$ cat src/cpr_pkg.sv
// Shared types, constants and pin table of the charlieplexed row PWM core.
`default_nettype none
package cpr_pkg;

  // Number of charlieplex rows in one frame and the width of the row index.
  localparam int ROWS  = 4;
  localparam int ROW_W = $clog2(ROWS);

  // Last row of a frame; the index wraps to zero after it.
  localparam logic [ROW_W-1:0] LAST_ROW = ROW_W'(ROWS - 1);

  // Reset value of the brightness clamp register.
  localparam logic [7:0] SAMPLE_LIMIT_RST = 8'd159;

  // Number of LEDs served by one row.
  localparam int LEDS = 3;

  // Port pin of each row.
  localparam logic [7:0] PIN_MASK [ROWS] = '{8'h02, 8'h04, 8'h08, 8'h40};

  // One row evaluation, as it is held in the result register.
  typedef struct packed {
    logic [7:0] drive_mask;
    logic [7:0] match_first;
    logic [7:0] match_second;
    logic [7:0] match_third;
    logic [7:0] dir_first;
    logic [7:0] dir_second;
    logic [7:0] dir_third;
    logic       lit;
  } cpr_result_t;

  // Sink mask of LED k in row r: the row's drive pin ORed with the k-th of
  // the other pins, taken in ascending row order.
  function automatic logic [7:0] led_mask(input logic [ROW_W-1:0] row,
                                          input logic [1:0] k);
    logic [7:0] mask;
    logic [1:0] j;
    mask = 8'h00;
    j    = 2'd0;
    for (int p = 0; p < ROWS; p++) begin
      if (ROW_W'(p) != row) begin
        if (j == k) begin
          mask = PIN_MASK[row] | PIN_MASK[p];
        end
        j = j + 2'd1;
      end
    end
    return mask;
  endfunction

endpackage
`default_nettype wire

$ cat src/charlieplex_sorted_pwm_row_core.sv
// Top level of the charlieplexed row PWM core: row state and result register.
//
// Each input transfer is one PWM-period overflow for the current row. It
// carries the three LED samples on in_tdata and the active and end-of-wave
// flags on in_tuser. The core clamps the samples to sample_limit, sorts the
// three LEDs by brightness and returns one result transfer with the row
// drive mask, the three compare values and the cumulative direction masks,
// plus lit and the end-of-frame idle pulse on out_tuser.
// The sort and mask logic sits between the input handshake and a single
// result register, so a result appears in the cycle after its input transfer
// and one item is taken every cycle while the receiver keeps taking results.
// The core keeps accepting while a result waits, as long as the receiver takes
// that result in the same cycle; when out_tready is low with a result pending,
// in_tready drops and the held result stays unchanged. Reset sets the row
// index to zero, clears the frame's wave flag, empties the result register and
// loads sample_limit with 159. cfg_wr_en writes the limit at any clock edge;
// the user must change it only while the core is idle; the core does not check.
`default_nettype none
module charlieplex_sorted_pwm_row_core
  import cpr_pkg::*;
(
  input  wire logic        clk,
  input  wire logic        rst_n,
  // Configuration: sample_limit
  input  wire logic        cfg_wr_en,
  input  wire logic [7:0]  cfg_wr_data,
  // Input channel
  input  wire logic        in_tvalid,
  output logic             in_tready,
  input  wire logic [23:0] in_tdata,   // sample_a, sample_b, sample_c
  input  wire logic [5:0]  in_tuser,   // active_a, active_b, active_c,
                                       // ends_a, ends_b, ends_c
  // Result channel
  output logic             out_tvalid,
  input  wire logic        out_tready,
  output logic [55:0]      out_tdata,  // drive_mask, match_first, match_second,
                                       // match_third, dir_first, dir_second,
                                       // dir_third
  output logic [1:0]       out_tuser   // lit, frame_idle
);

  logic [7:0]       sample_limit_r;
  logic [ROW_W-1:0] row_index_r, row_index_nxt;
  logic             wave_seen_r, wave_seen_nxt;
  logic             out_valid_r, out_valid_nxt;
  cpr_result_t      result_r, result_nxt;
  logic             idle_r, idle_nxt;
  logic             seen;
  logic             in_xfer;
  logic             ws_any;

  assign in_tready = !out_valid_r || out_tready;
  assign in_xfer   = in_tvalid && in_tready;

  // Row evaluation on the incoming transfer.
  cpr_row_eval u_eval (
    .sample_a     (in_tdata[7:0]),
    .sample_b     (in_tdata[15:8]),
    .sample_c     (in_tdata[23:16]),
    .active       (in_tuser[2:0]),
    .ends         (in_tuser[5:3]),
    .sample_limit (sample_limit_r),
    .row          (row_index_r),
    .result       (result_nxt),
    .seen         (seen)
  );

  // Row advance and frame-end bookkeeping.
  always_comb begin
    ws_any        = wave_seen_r || seen;
    row_index_nxt = row_index_r;
    wave_seen_nxt = wave_seen_r;
    idle_nxt      = 1'b0;
    if (in_xfer) begin
      row_index_nxt = (row_index_r == LAST_ROW) ? '0 : row_index_r + 1'b1;
      wave_seen_nxt = ws_any;
      if (row_index_r == LAST_ROW) begin
        idle_nxt      = !ws_any;
        wave_seen_nxt = 1'b0;
      end
    end
  end

  // The result register fills on an input transfer and empties when taken.
  always_comb begin
    out_valid_nxt = out_valid_r;
    if (in_xfer) begin
      out_valid_nxt = 1'b1;
    end else if (out_tready) begin
      out_valid_nxt = 1'b0;
    end
  end

  // Control state and configuration.
  always_ff @(posedge clk) begin
    if (!rst_n) begin
      sample_limit_r <= SAMPLE_LIMIT_RST;
      row_index_r    <= '0;
      wave_seen_r    <= 1'b0;
      out_valid_r    <= 1'b0;
    end else begin
      if (cfg_wr_en) begin
        sample_limit_r <= cfg_wr_data;
      end
      row_index_r <= row_index_nxt;
      wave_seen_r <= wave_seen_nxt;
      out_valid_r <= out_valid_nxt;
    end
  end

  // Result payload.
  always_ff @(posedge clk) begin
    if (in_xfer) begin
      result_r <= result_nxt;
      idle_r   <= idle_nxt;
    end
  end

  assign out_tvalid = out_valid_r;
  assign out_tdata  = {result_r.dir_third, result_r.dir_second, result_r.dir_first,
                       result_r.match_third, result_r.match_second,
                       result_r.match_first, result_r.drive_mask};
  assign out_tuser  = {idle_r, result_r.lit};

endmodule
`default_nettype wire

$ cat src/cpr_row_eval.sv
// Combinational evaluation of one row: clamp, stable descending sort and masks.
`default_nettype none
module cpr_row_eval
  import cpr_pkg::*;
(
  input  wire logic [7:0]       sample_a,
  input  wire logic [7:0]       sample_b,
  input  wire logic [7:0]       sample_c,
  input  wire logic [2:0]       active,
  input  wire logic [2:0]       ends,
  input  wire logic [7:0]       sample_limit,
  input  wire logic [ROW_W-1:0] row,
  output cpr_result_t           result,
  output logic                  seen
);

  logic [7:0] v0, v1, v2;
  logic [7:0] s0, s1, s2;
  logic [7:0] m0, m1, m2;
  logic [7:0] t;

  // Clamp each sample to the limit; an inactive LED is dark.
  function automatic logic [7:0] clamp(input logic [7:0] s, input logic act,
                                       input logic [7:0] lim);
    logic [7:0] r;
    r = 8'h00;
    if (act) begin
      r = (s > lim) ? lim : s;
    end
    return r;
  endfunction

  assign v0 = clamp(sample_a, active[0], sample_limit);
  assign v1 = clamp(sample_b, active[1], sample_limit);
  assign v2 = clamp(sample_c, active[2], sample_limit);

  // A row counts as seen when any LED is lit or has a wave that keeps going.
  assign seen = ((v0 | v1 | v2) != 8'h00) || ((active & ~ends) != 3'b000);

  // Three compare-exchange steps keep equal values in their input order.
  always_comb begin
    t  = 8'h00;
    s0 = v0;
    s1 = v1;
    s2 = v2;
    m0 = led_mask(row, 2'd0);
    m1 = led_mask(row, 2'd1);
    m2 = led_mask(row, 2'd2);
    if (s1 < s2) begin
      t = s1; s1 = s2; s2 = t;
      t = m1; m1 = m2; m2 = t;
    end
    if (s0 < s1) begin
      t = s0; s0 = s1; s1 = t;
      t = m0; m0 = m1; m1 = t;
      if (s1 < s2) begin
        t = s1; s1 = s2; s2 = t;
        t = m1; m1 = m2; m2 = t;
      end
    end
  end

  // Dark LEDs drop out of the direction masks, which then accumulate.
  always_comb begin
    result = '0;
    if (s0 != 8'h00) begin
      result.drive_mask   = PIN_MASK[row];
      result.match_first  = 8'h00 - s0;
      result.match_second = 8'h00 - s1;
      result.match_third  = 8'h00 - s2;
      result.dir_first    = m0;
      result.dir_second   = m0 | ((s1 != 8'h00) ? m1 : 8'h00);
      result.dir_third    = m0 | ((s1 != 8'h00) ? m1 : 8'h00)
                               | ((s2 != 8'h00) ? m2 : 8'h00);
      result.lit          = 1'b1;
    end
  end

endmodule
`default_nettype wire

$ cat config.mk
export PLATFORM = sky130hd
export DESIGN_NAME = charlieplex_sorted_pwm_row_core
export DESIGN_NICKNAME = d
export VERILOG_FILES = /design/src/cpr_pkg.sv /design/src/charlieplex_sorted_pwm_row_core.sv /design/src/cpr_row_eval.sv
export SDC_FILE = /design/constraint.sdc
export NUM_CORES = 1
export LEC_CHECK = 0
export ABC_AREA = 1
export BUFFER_PORTS_ARGS = -buffer_cell sky130_fd_sc_hd__buf_2
export CELL_PAD_IN_SITES_DETAIL_PLACEMENT = 2
export CELL_PAD_IN_SITES_GLOBAL_PLACEMENT = 2
export CORE_UTILIZATION = 35
export DETAILED_ROUTE_END_ITERATION = 12
export PLACE_DENSITY = 0.95
export SYNTH_ARGS = -nofsm -noshare
export SYNTH_HDL_FRONTEND = slang
export SYNTH_HIERARCHICAL = 1
export SYNTH_SLANG_ARGS = --single-unit
$ cat constraint.sdc
create_clock -name clk -period 12.8 [get_ports clk]
set_clock_uncertainty 0.05 [all_clocks]
set_input_delay 0.64 -clock clk [delete_from_list [all_inputs] [get_ports clk]]
set_output_delay 0.64 -clock clk [all_outputs]
set_load 0.05 [all_outputs]
# After elaboration in Yosys (flattened, before gate mapping)
# Index checks and enable logic that the tools add are counted.
[word_totals] regBits=70 out_inout_bits=60
[op_classes] muxes=52 eq_ne=10 n_reduce_logical=16 n_lt_le_gt_ge=7 bitwise_logic=7 add_sub_neg=6
[op_table] operator="$mux W8" n=43
[op_table] operator="$or A8 B8 Y8" n=4
[op_table] operator="$reduce_bool A8 Y1" n=4
[op_table] operator="$gt A8 B8 Y1" n=3
[op_table] operator="$lt A8 B8 Y1" n=3
[op_table] operator="$sub A1 B8 Y8 const A" n=3
[op_table] operator="$bmux W8 S2" n=1
[op_table] operator="$eq A2 B2 Y1 const B" n=3
[op_table] operator="$logic_not A2 Y1" n=3
[op_table] operator="$mux W2" n=3
[op_table] operator="$mux W1" n=5
[op_table] operator="$add A2 B1 Y2 const B" n=2
[op_table] operator="$eq A2 B1 Y1 const B" n=2
[op_table] operator="$ne A2 B2 Y1 const A" n=2
[op_table] operator="$reduce_bool A2 Y1" n=2
[op_table] operator="$and A3 B3 Y3" n=1
[op_table] operator="$ge A3 B3 Y1 const B" n=1
[op_table] operator="$logic_or A1 B1 Y1" n=3
[op_table] operator="$not A2 Y3" n=1
[op_table] operator="$not A3 Y3" n=1
[op_table] operator="$reduce_bool A3 Y1" n=1
[op_table] operator="$add A1 B1 Y2 const B" n=1
[op_table] operator="$eq A1 B2 Y1 const B" n=1
[op_table] operator="$logic_not A1 Y1" n=2
[op_table] operator="other kinds (3)" n=3

# Longest topological paths before layout
[depth] word_depth=16 mapped_depth=45 ltp_nobuf=41

# Modules after synthesis
# Netlist, hierarchy kept.
[by_module_without_submodules] mod="cpr_row_eval" cells_per_inst=611 n_inst=1 area_per_inst_um2=3296.9 seq_area_each_um2=0.0
[by_module_without_submodules] mod="charlieplex_sorted_pwm_row_core" cells_per_inst=123 n_inst=1 area_per_inst_um2=2254.7 seq_area_each_um2=1981.9

# Least setup slack after synthesis
# OpenSTA, ideal clock, no wires.
[synth_timing] kind="input port to flip-flop" start="input in_tdata[23]" end="register result_r, in the netlist out_tdata[13], data pin" arrival_ns=5.391 path_stages=36 slack_ns=7.097 cell_sequence="ha_1 nand2_1 nor2_2 nand2_1 nand2_1 nand2_1 inv_1 nor2_1 nor3_1 inv_1 ha_1 nand2_1 inv_1 nand2_1 nand2_1 nand2_2 nand2_2 buf_4 inv_2 or2_2 o21ai_0 ha_1 nand2_1 nor2_1 a211oi_1 a21boi_4 buf_4 nand2_1 o21ai_2 ha_1 nand3_2 nor2_8 nand2_4 buf_6 o21ai_1 a21oi_1"
[synth_via] elab_chain_cells=8 elab_cells_between_ends=9
[synth_rtl] element="from (decl)" line_no="charlieplex_sorted_pwm_row_core.sv:30" text="input wire logic [23:0] in_tdata,"
[synth_rtl] element="$gt A8 B8 Y1" line_no="cpr_row_eval.sv:28" text="r = (s > lim) ? lim : s;"
[synth_rtl] element="$mux W8 *" line_no="cpr_row_eval.sv:28"
[synth_rtl] element="$mux W8 *" line_no="cpr_row_eval.sv:27" text="if (act) begin"
[synth_rtl] element="$lt A8 B8 Y1" line_no="cpr_row_eval.sv:49" text="if (s1 < s2) begin"
[synth_rtl] element="$mux W8 *" line_no="cpr_row_eval.sv:49"
[synth_rtl] element="$lt A8 B8 Y1" line_no="cpr_row_eval.sv:53" text="if (s0 < s1) begin"
[synth_rtl] element="$mux W8 *" line_no="cpr_row_eval.sv:53"
[synth_rtl] element="$sub A1 B8 Y8 or $reduce_bool A8 Y1 (tied branches)" line_no="cpr_row_eval.sv:68, cpr_row_eval.sv:66"
[synth_rtl] element="to (signal assigned)" line_no="charlieplex_sorted_pwm_row_core.sv:114" text="result_r <= result_nxt;"
[synth_rtl] element="to (decl)" line_no="charlieplex_sorted_pwm_row_core.sv:46" text="cpr_result_t result_r, result_nxt;"
# Mark *: on every way between the ends. The rest lies on a longest branch, timed or not.
# A chain may end at the register's enable or synchronous reset.

# Final worst setup path
[layout_timing] start="register sample_limit_r[6]" end="register result_r, in the netlist out_tdata[50], data pin"
[layout_via] elab_chain_cells=12 elab_cells_between_ends=33
[layout_rtl] element="from (decl)" line_no="charlieplex_sorted_pwm_row_core.sv:42" text="logic [7:0] sample_limit_r;"
[layout_rtl] element="from (signal assigned)" line_no="charlieplex_sorted_pwm_row_core.sv:103" text="sample_limit_r <= cfg_wr_data;"
[layout_rtl] element="$gt A8 B8 Y1" line_no="cpr_row_eval.sv:28"
[layout_rtl] element="$mux W8" line_no="cpr_row_eval.sv:28"
[layout_rtl] element="$mux W8" line_no="cpr_row_eval.sv:27"
[layout_rtl] element="$lt A8 B8 Y1" line_no="cpr_row_eval.sv:49"
[layout_rtl] element="$mux W8" line_no="cpr_row_eval.sv:49"
[layout_rtl] element="$lt A8 B8 Y1" line_no="cpr_row_eval.sv:56" text="if (s1 < s2) begin"
[layout_rtl] element="$mux W8" line_no="cpr_row_eval.sv:56"
[layout_rtl] element="$mux W8" line_no="cpr_row_eval.sv:53"
[layout_rtl] element="$reduce_bool A8 Y1" line_no="cpr_row_eval.sv:73" text="result.dir_third = m0 | ((s1 != 8'h00) ? m1 : 8'h00)"
[layout_rtl] element="$mux W8" line_no="cpr_row_eval.sv:73"
[layout_rtl] element="$or A8 B8 Y8" line_no="cpr_row_eval.sv:73"
[layout_rtl] element="$or A8 B8 Y8" line_no="cpr_row_eval.sv:74" text="| ((s2 != 8'h00) ? m2 : 8'h00);"
# Parallel ways exist; a longest one is shown, timed or not.

==> parameters.txt <==
Parameter                              Value

Route
  Average wire per standard cell    19.7 um
  DRC violation total after the first TritonRoute iteration    253
  Top metal layer carrying routed signals    met4
  # DRC    0
  Detailed-route wire length on metal 1    8.05 mm
  Residual antenna-violating net count after detailed routing    0
  Vias    5,449
  Final WL    20.7 mm
  Drt pass-1 iters    4
  Routed met3 length    781 um
  Detail-routed via count per cell    5.19
  Met2 wirelength from detailed routing    11.2 mm

Worst setup path
  Critical path start-end classification    flip-flop to flip-flop
  Kind of start point of the critical path    flip-flop
  Worst path arrival time    7.92 ns
  CP dominant cell by count    nand2_1
  Category of the worst setup path capture point    flip-flop
  Slowest cell on crit path    a21boi_4
  Number of buffers and inverters on the critical path    6
  Required time worst endpoint    12.85 ns
  Family with the most delay on the worst path    simple AND/OR/NAND/NOR gates
  Biggest cell delay along the critical path    0.74 ns
  Maximum net fanout on the critical path    30

Global routing
  Maximum number of pins on one net before global-route repair    55
  Wire length of the first global-routing pass    32.7 mm
  Aggregate global-route resource usage    0.265
  Number of global-route vias before repair    6,086
  Initial antenna violation count    0
  Remaining Overflow, GRT    0

STA
  Final hold violation count    0
  Measured slew at the worst slew-check pin    0.769 ns
  Final setup viols    0
  Post-route minimum period    7.88 ns
  Worst-case hold slack    0.451 ns
  Max Clk Rate    127 MHz
  Setup repair after global routing missed its margin    no
  Final count of pins violating max slew    0
  Setup TNS    0 ns
  Worst setup margin    4.92 ns
  Final worst-path cycle share    0.615
  Worst slew margin relative to its limit    0.483

Worst hold path
  Worst hold-check path type    primary input to flip-flop

Outcome
  Run status    completed

Clock network
  Clock Sink Count    70
  Resized Gates After CTS    0
  Clock-pin slew on the worst setup and hold paths    0.06 ns
  TritonCTS buffer count    9
  Number of hold-repair buffers added at the cts stage    0
  CTS tree    yes
  CTS H-tree depth    3
  Maximum buffer depth of the clock tree    2
  Clock root buffer master    clkbuf_16
  Worst-Skew Late Latency    0.34 ns
  Setup repair bufs after CTS    0

Floorplan
  Die Footprint    0.0164 sq mm
  Die extent in x    128 um
  Floorplan Core Area    0.0153 sq mm
  Number of top-level pins    103
  Initial Util    0.362
  Standard-cell rows    45
  Height of the die    128 um

Logic synthesis
  Share of the synthesized area in the top cell type    0.314
  Most used DFF post-synth    edfxtp_1
  Area contributors post-synth    edfxtp_1 (31%), ha_1 (11%), nand2_1 (11%)
  Average footprint of a synthesized cell    7.56 sq um
  Yosys reg bits    70
  Count of warnings emitted by yosys    6
  Post-synthesis instance area    0.00555 sq mm
  Gate count after technology mapping    734
  Share of the yosys chip area belonging to registers    0.357
  Library cell occupying the most area in the post-synthesis netlist    edfxtp_1
  Distinct cell type count after synthesis    47
  Fraction of registers with async set or reset after synthesis    0
  Count of flip-flops with a built-in enable after synthesis    58

Cells and area
  Relative area change from synthesis to final layout    16.0%
  Most frequent cells in the layout    nand2_1 (166), nor2_1 (108), buf_2 (102), inv_1 (79), edfxtp_1 (58)
  Most common cell after layout, fill and taps aside    nand2_1
  Final design utilization    0.420
  Share of post-route cells with drive strength above 1    0.210
  Total Nets Final    926
  Antenna cells    0
  Post-Layout Cell Count    1,049

Run
  Max cap viols    0

Power
  Power per cell area    251 mW/mm^2
  Worst VDD drop    105 uV
  Leakage power    3.22 nW

Placed design
  Setup Slack @ Placement    5.07 ns
  I/O Buffers    102
  Number of placed instances, taps included    1,033
  Global placer's final weighted congestion    0.857
  Detailed Place HPWL    16.6 mm
## routing by layer
| layer | vias to the layer above | global-route usage |
|---|---|---|
| met4 | 0 | 0.120 |
| met1 | 2692 | 0.290 |
| li1 | 2585 | - |
| met3 | 39 | 0.0442 |
| met2 | 133 | 0.498 |
| met5 | - | 0 |
## worst register-to-register path: cells and delay by family (launching register included)
family                   cells  cell delay [ns]
adder cells (fa/ha/maj)      4             1.29
AND/OR/NAND/NOR             22             3.24
buffers and inverters        6             1.02
AO/OA/AOI/OAI                4             1.56
flip-flops                   1             0.48
## report_power, final
part           switching, mW  internal (mW)  leakage [nW]
logic                  0.754          0.257          2.43
registers             0.0218          0.342         0.650
clock network          0.108          0.135         0.139
## cells by family (layout without fill, tap and decap cells)
kind of cell | Yosys count | after routing | synth area share
AND/OR/NAND/NOR | 381 | 381 | 0.304
buffers and inverters | 126 | 215 | 0.108
AO/OA/AOI/OAI | 102 | 102 | 0.111
flip-flops | 70 | 70 | 0.357
adder cells (fa/ha/maj) | 50 | 50 | 0.113
XOR/XNOR | 4 | 4 | 0.00631
other | 1 | 16 | 0.000675
## flip-flops by register name (all words and copies together), names as in the netlist
signal / count
sample_limit_r: 8
out_tvalid: 1
out_tdata: 56
wave_seen_r: 1
row_index_r: 2
idle_r: 1
out_tuser: 1
## metrics by stage
stage | power (mW) | instance area, sq um
after global placement | 1.27 | 6150
after detailed placement | 1.35 | 6150
after global routing | 1.72 | 6440
after floorplan | 1.10 | 5610
after CTS | 1.62 | 6440
final | 1.62 | 6440
## cell type report
cell class                      count  area, sq um
Fill cell                        1841         8880
Multi-Input combinational cell    553         3020
Sequential cell                    70         1980
Timing Repair Buffer              103          518
Inverter                           96          363
Tap cell                          211          264
Clock buffer                        9          225
Clock inverter                      7         62.6
## worst paths after layout
path,from,endpoint,slack [ns],depth (start not counted)
worst max-delay path,sample_limit_r[6]$_SDFFE_PN0P_,out_tdata[50]$_DFFE_PP_,4.92,36
worst min-delay path,cfg_wr_data[7],sample_limit_r[7]$_SDFFE_PN1P_,0.45,3
worst max register to register,sample_limit_r[6]$_SDFFE_PN0P_,out_tdata[50]$_DFFE_PP_,4.92,36
worst min register to register,out_tvalid$_SDFFE_PN0P_,out_tvalid$_SDFFE_PN0P_,0.49,2
## synth_stat cells, types with 2 or more instances
cell type and number:
nand2_1 166, nor2_1 108, inv_1 79, edfxtp_1 58
ha_1 50, nand3_1 45, a21oi_1 37, o21ai_0 23
buf_4 20, nor3_1 13, dfxtp_1 12, o21ai_1 12
inv_2 10, nand2_2 10, nor2_2 10, o21ai_2 10
nand4_1 9, o21a_1 9, clkinv_1 6, buf_6 5
nand2_4 4, buf_2 3, nor4_1 3, or2_1 3
xor2_1 3, a21o_1 2, nand3_2 2, nor3b_1 2
or2_2 2
Note: power is estimated with default switching activity, not from simulation.
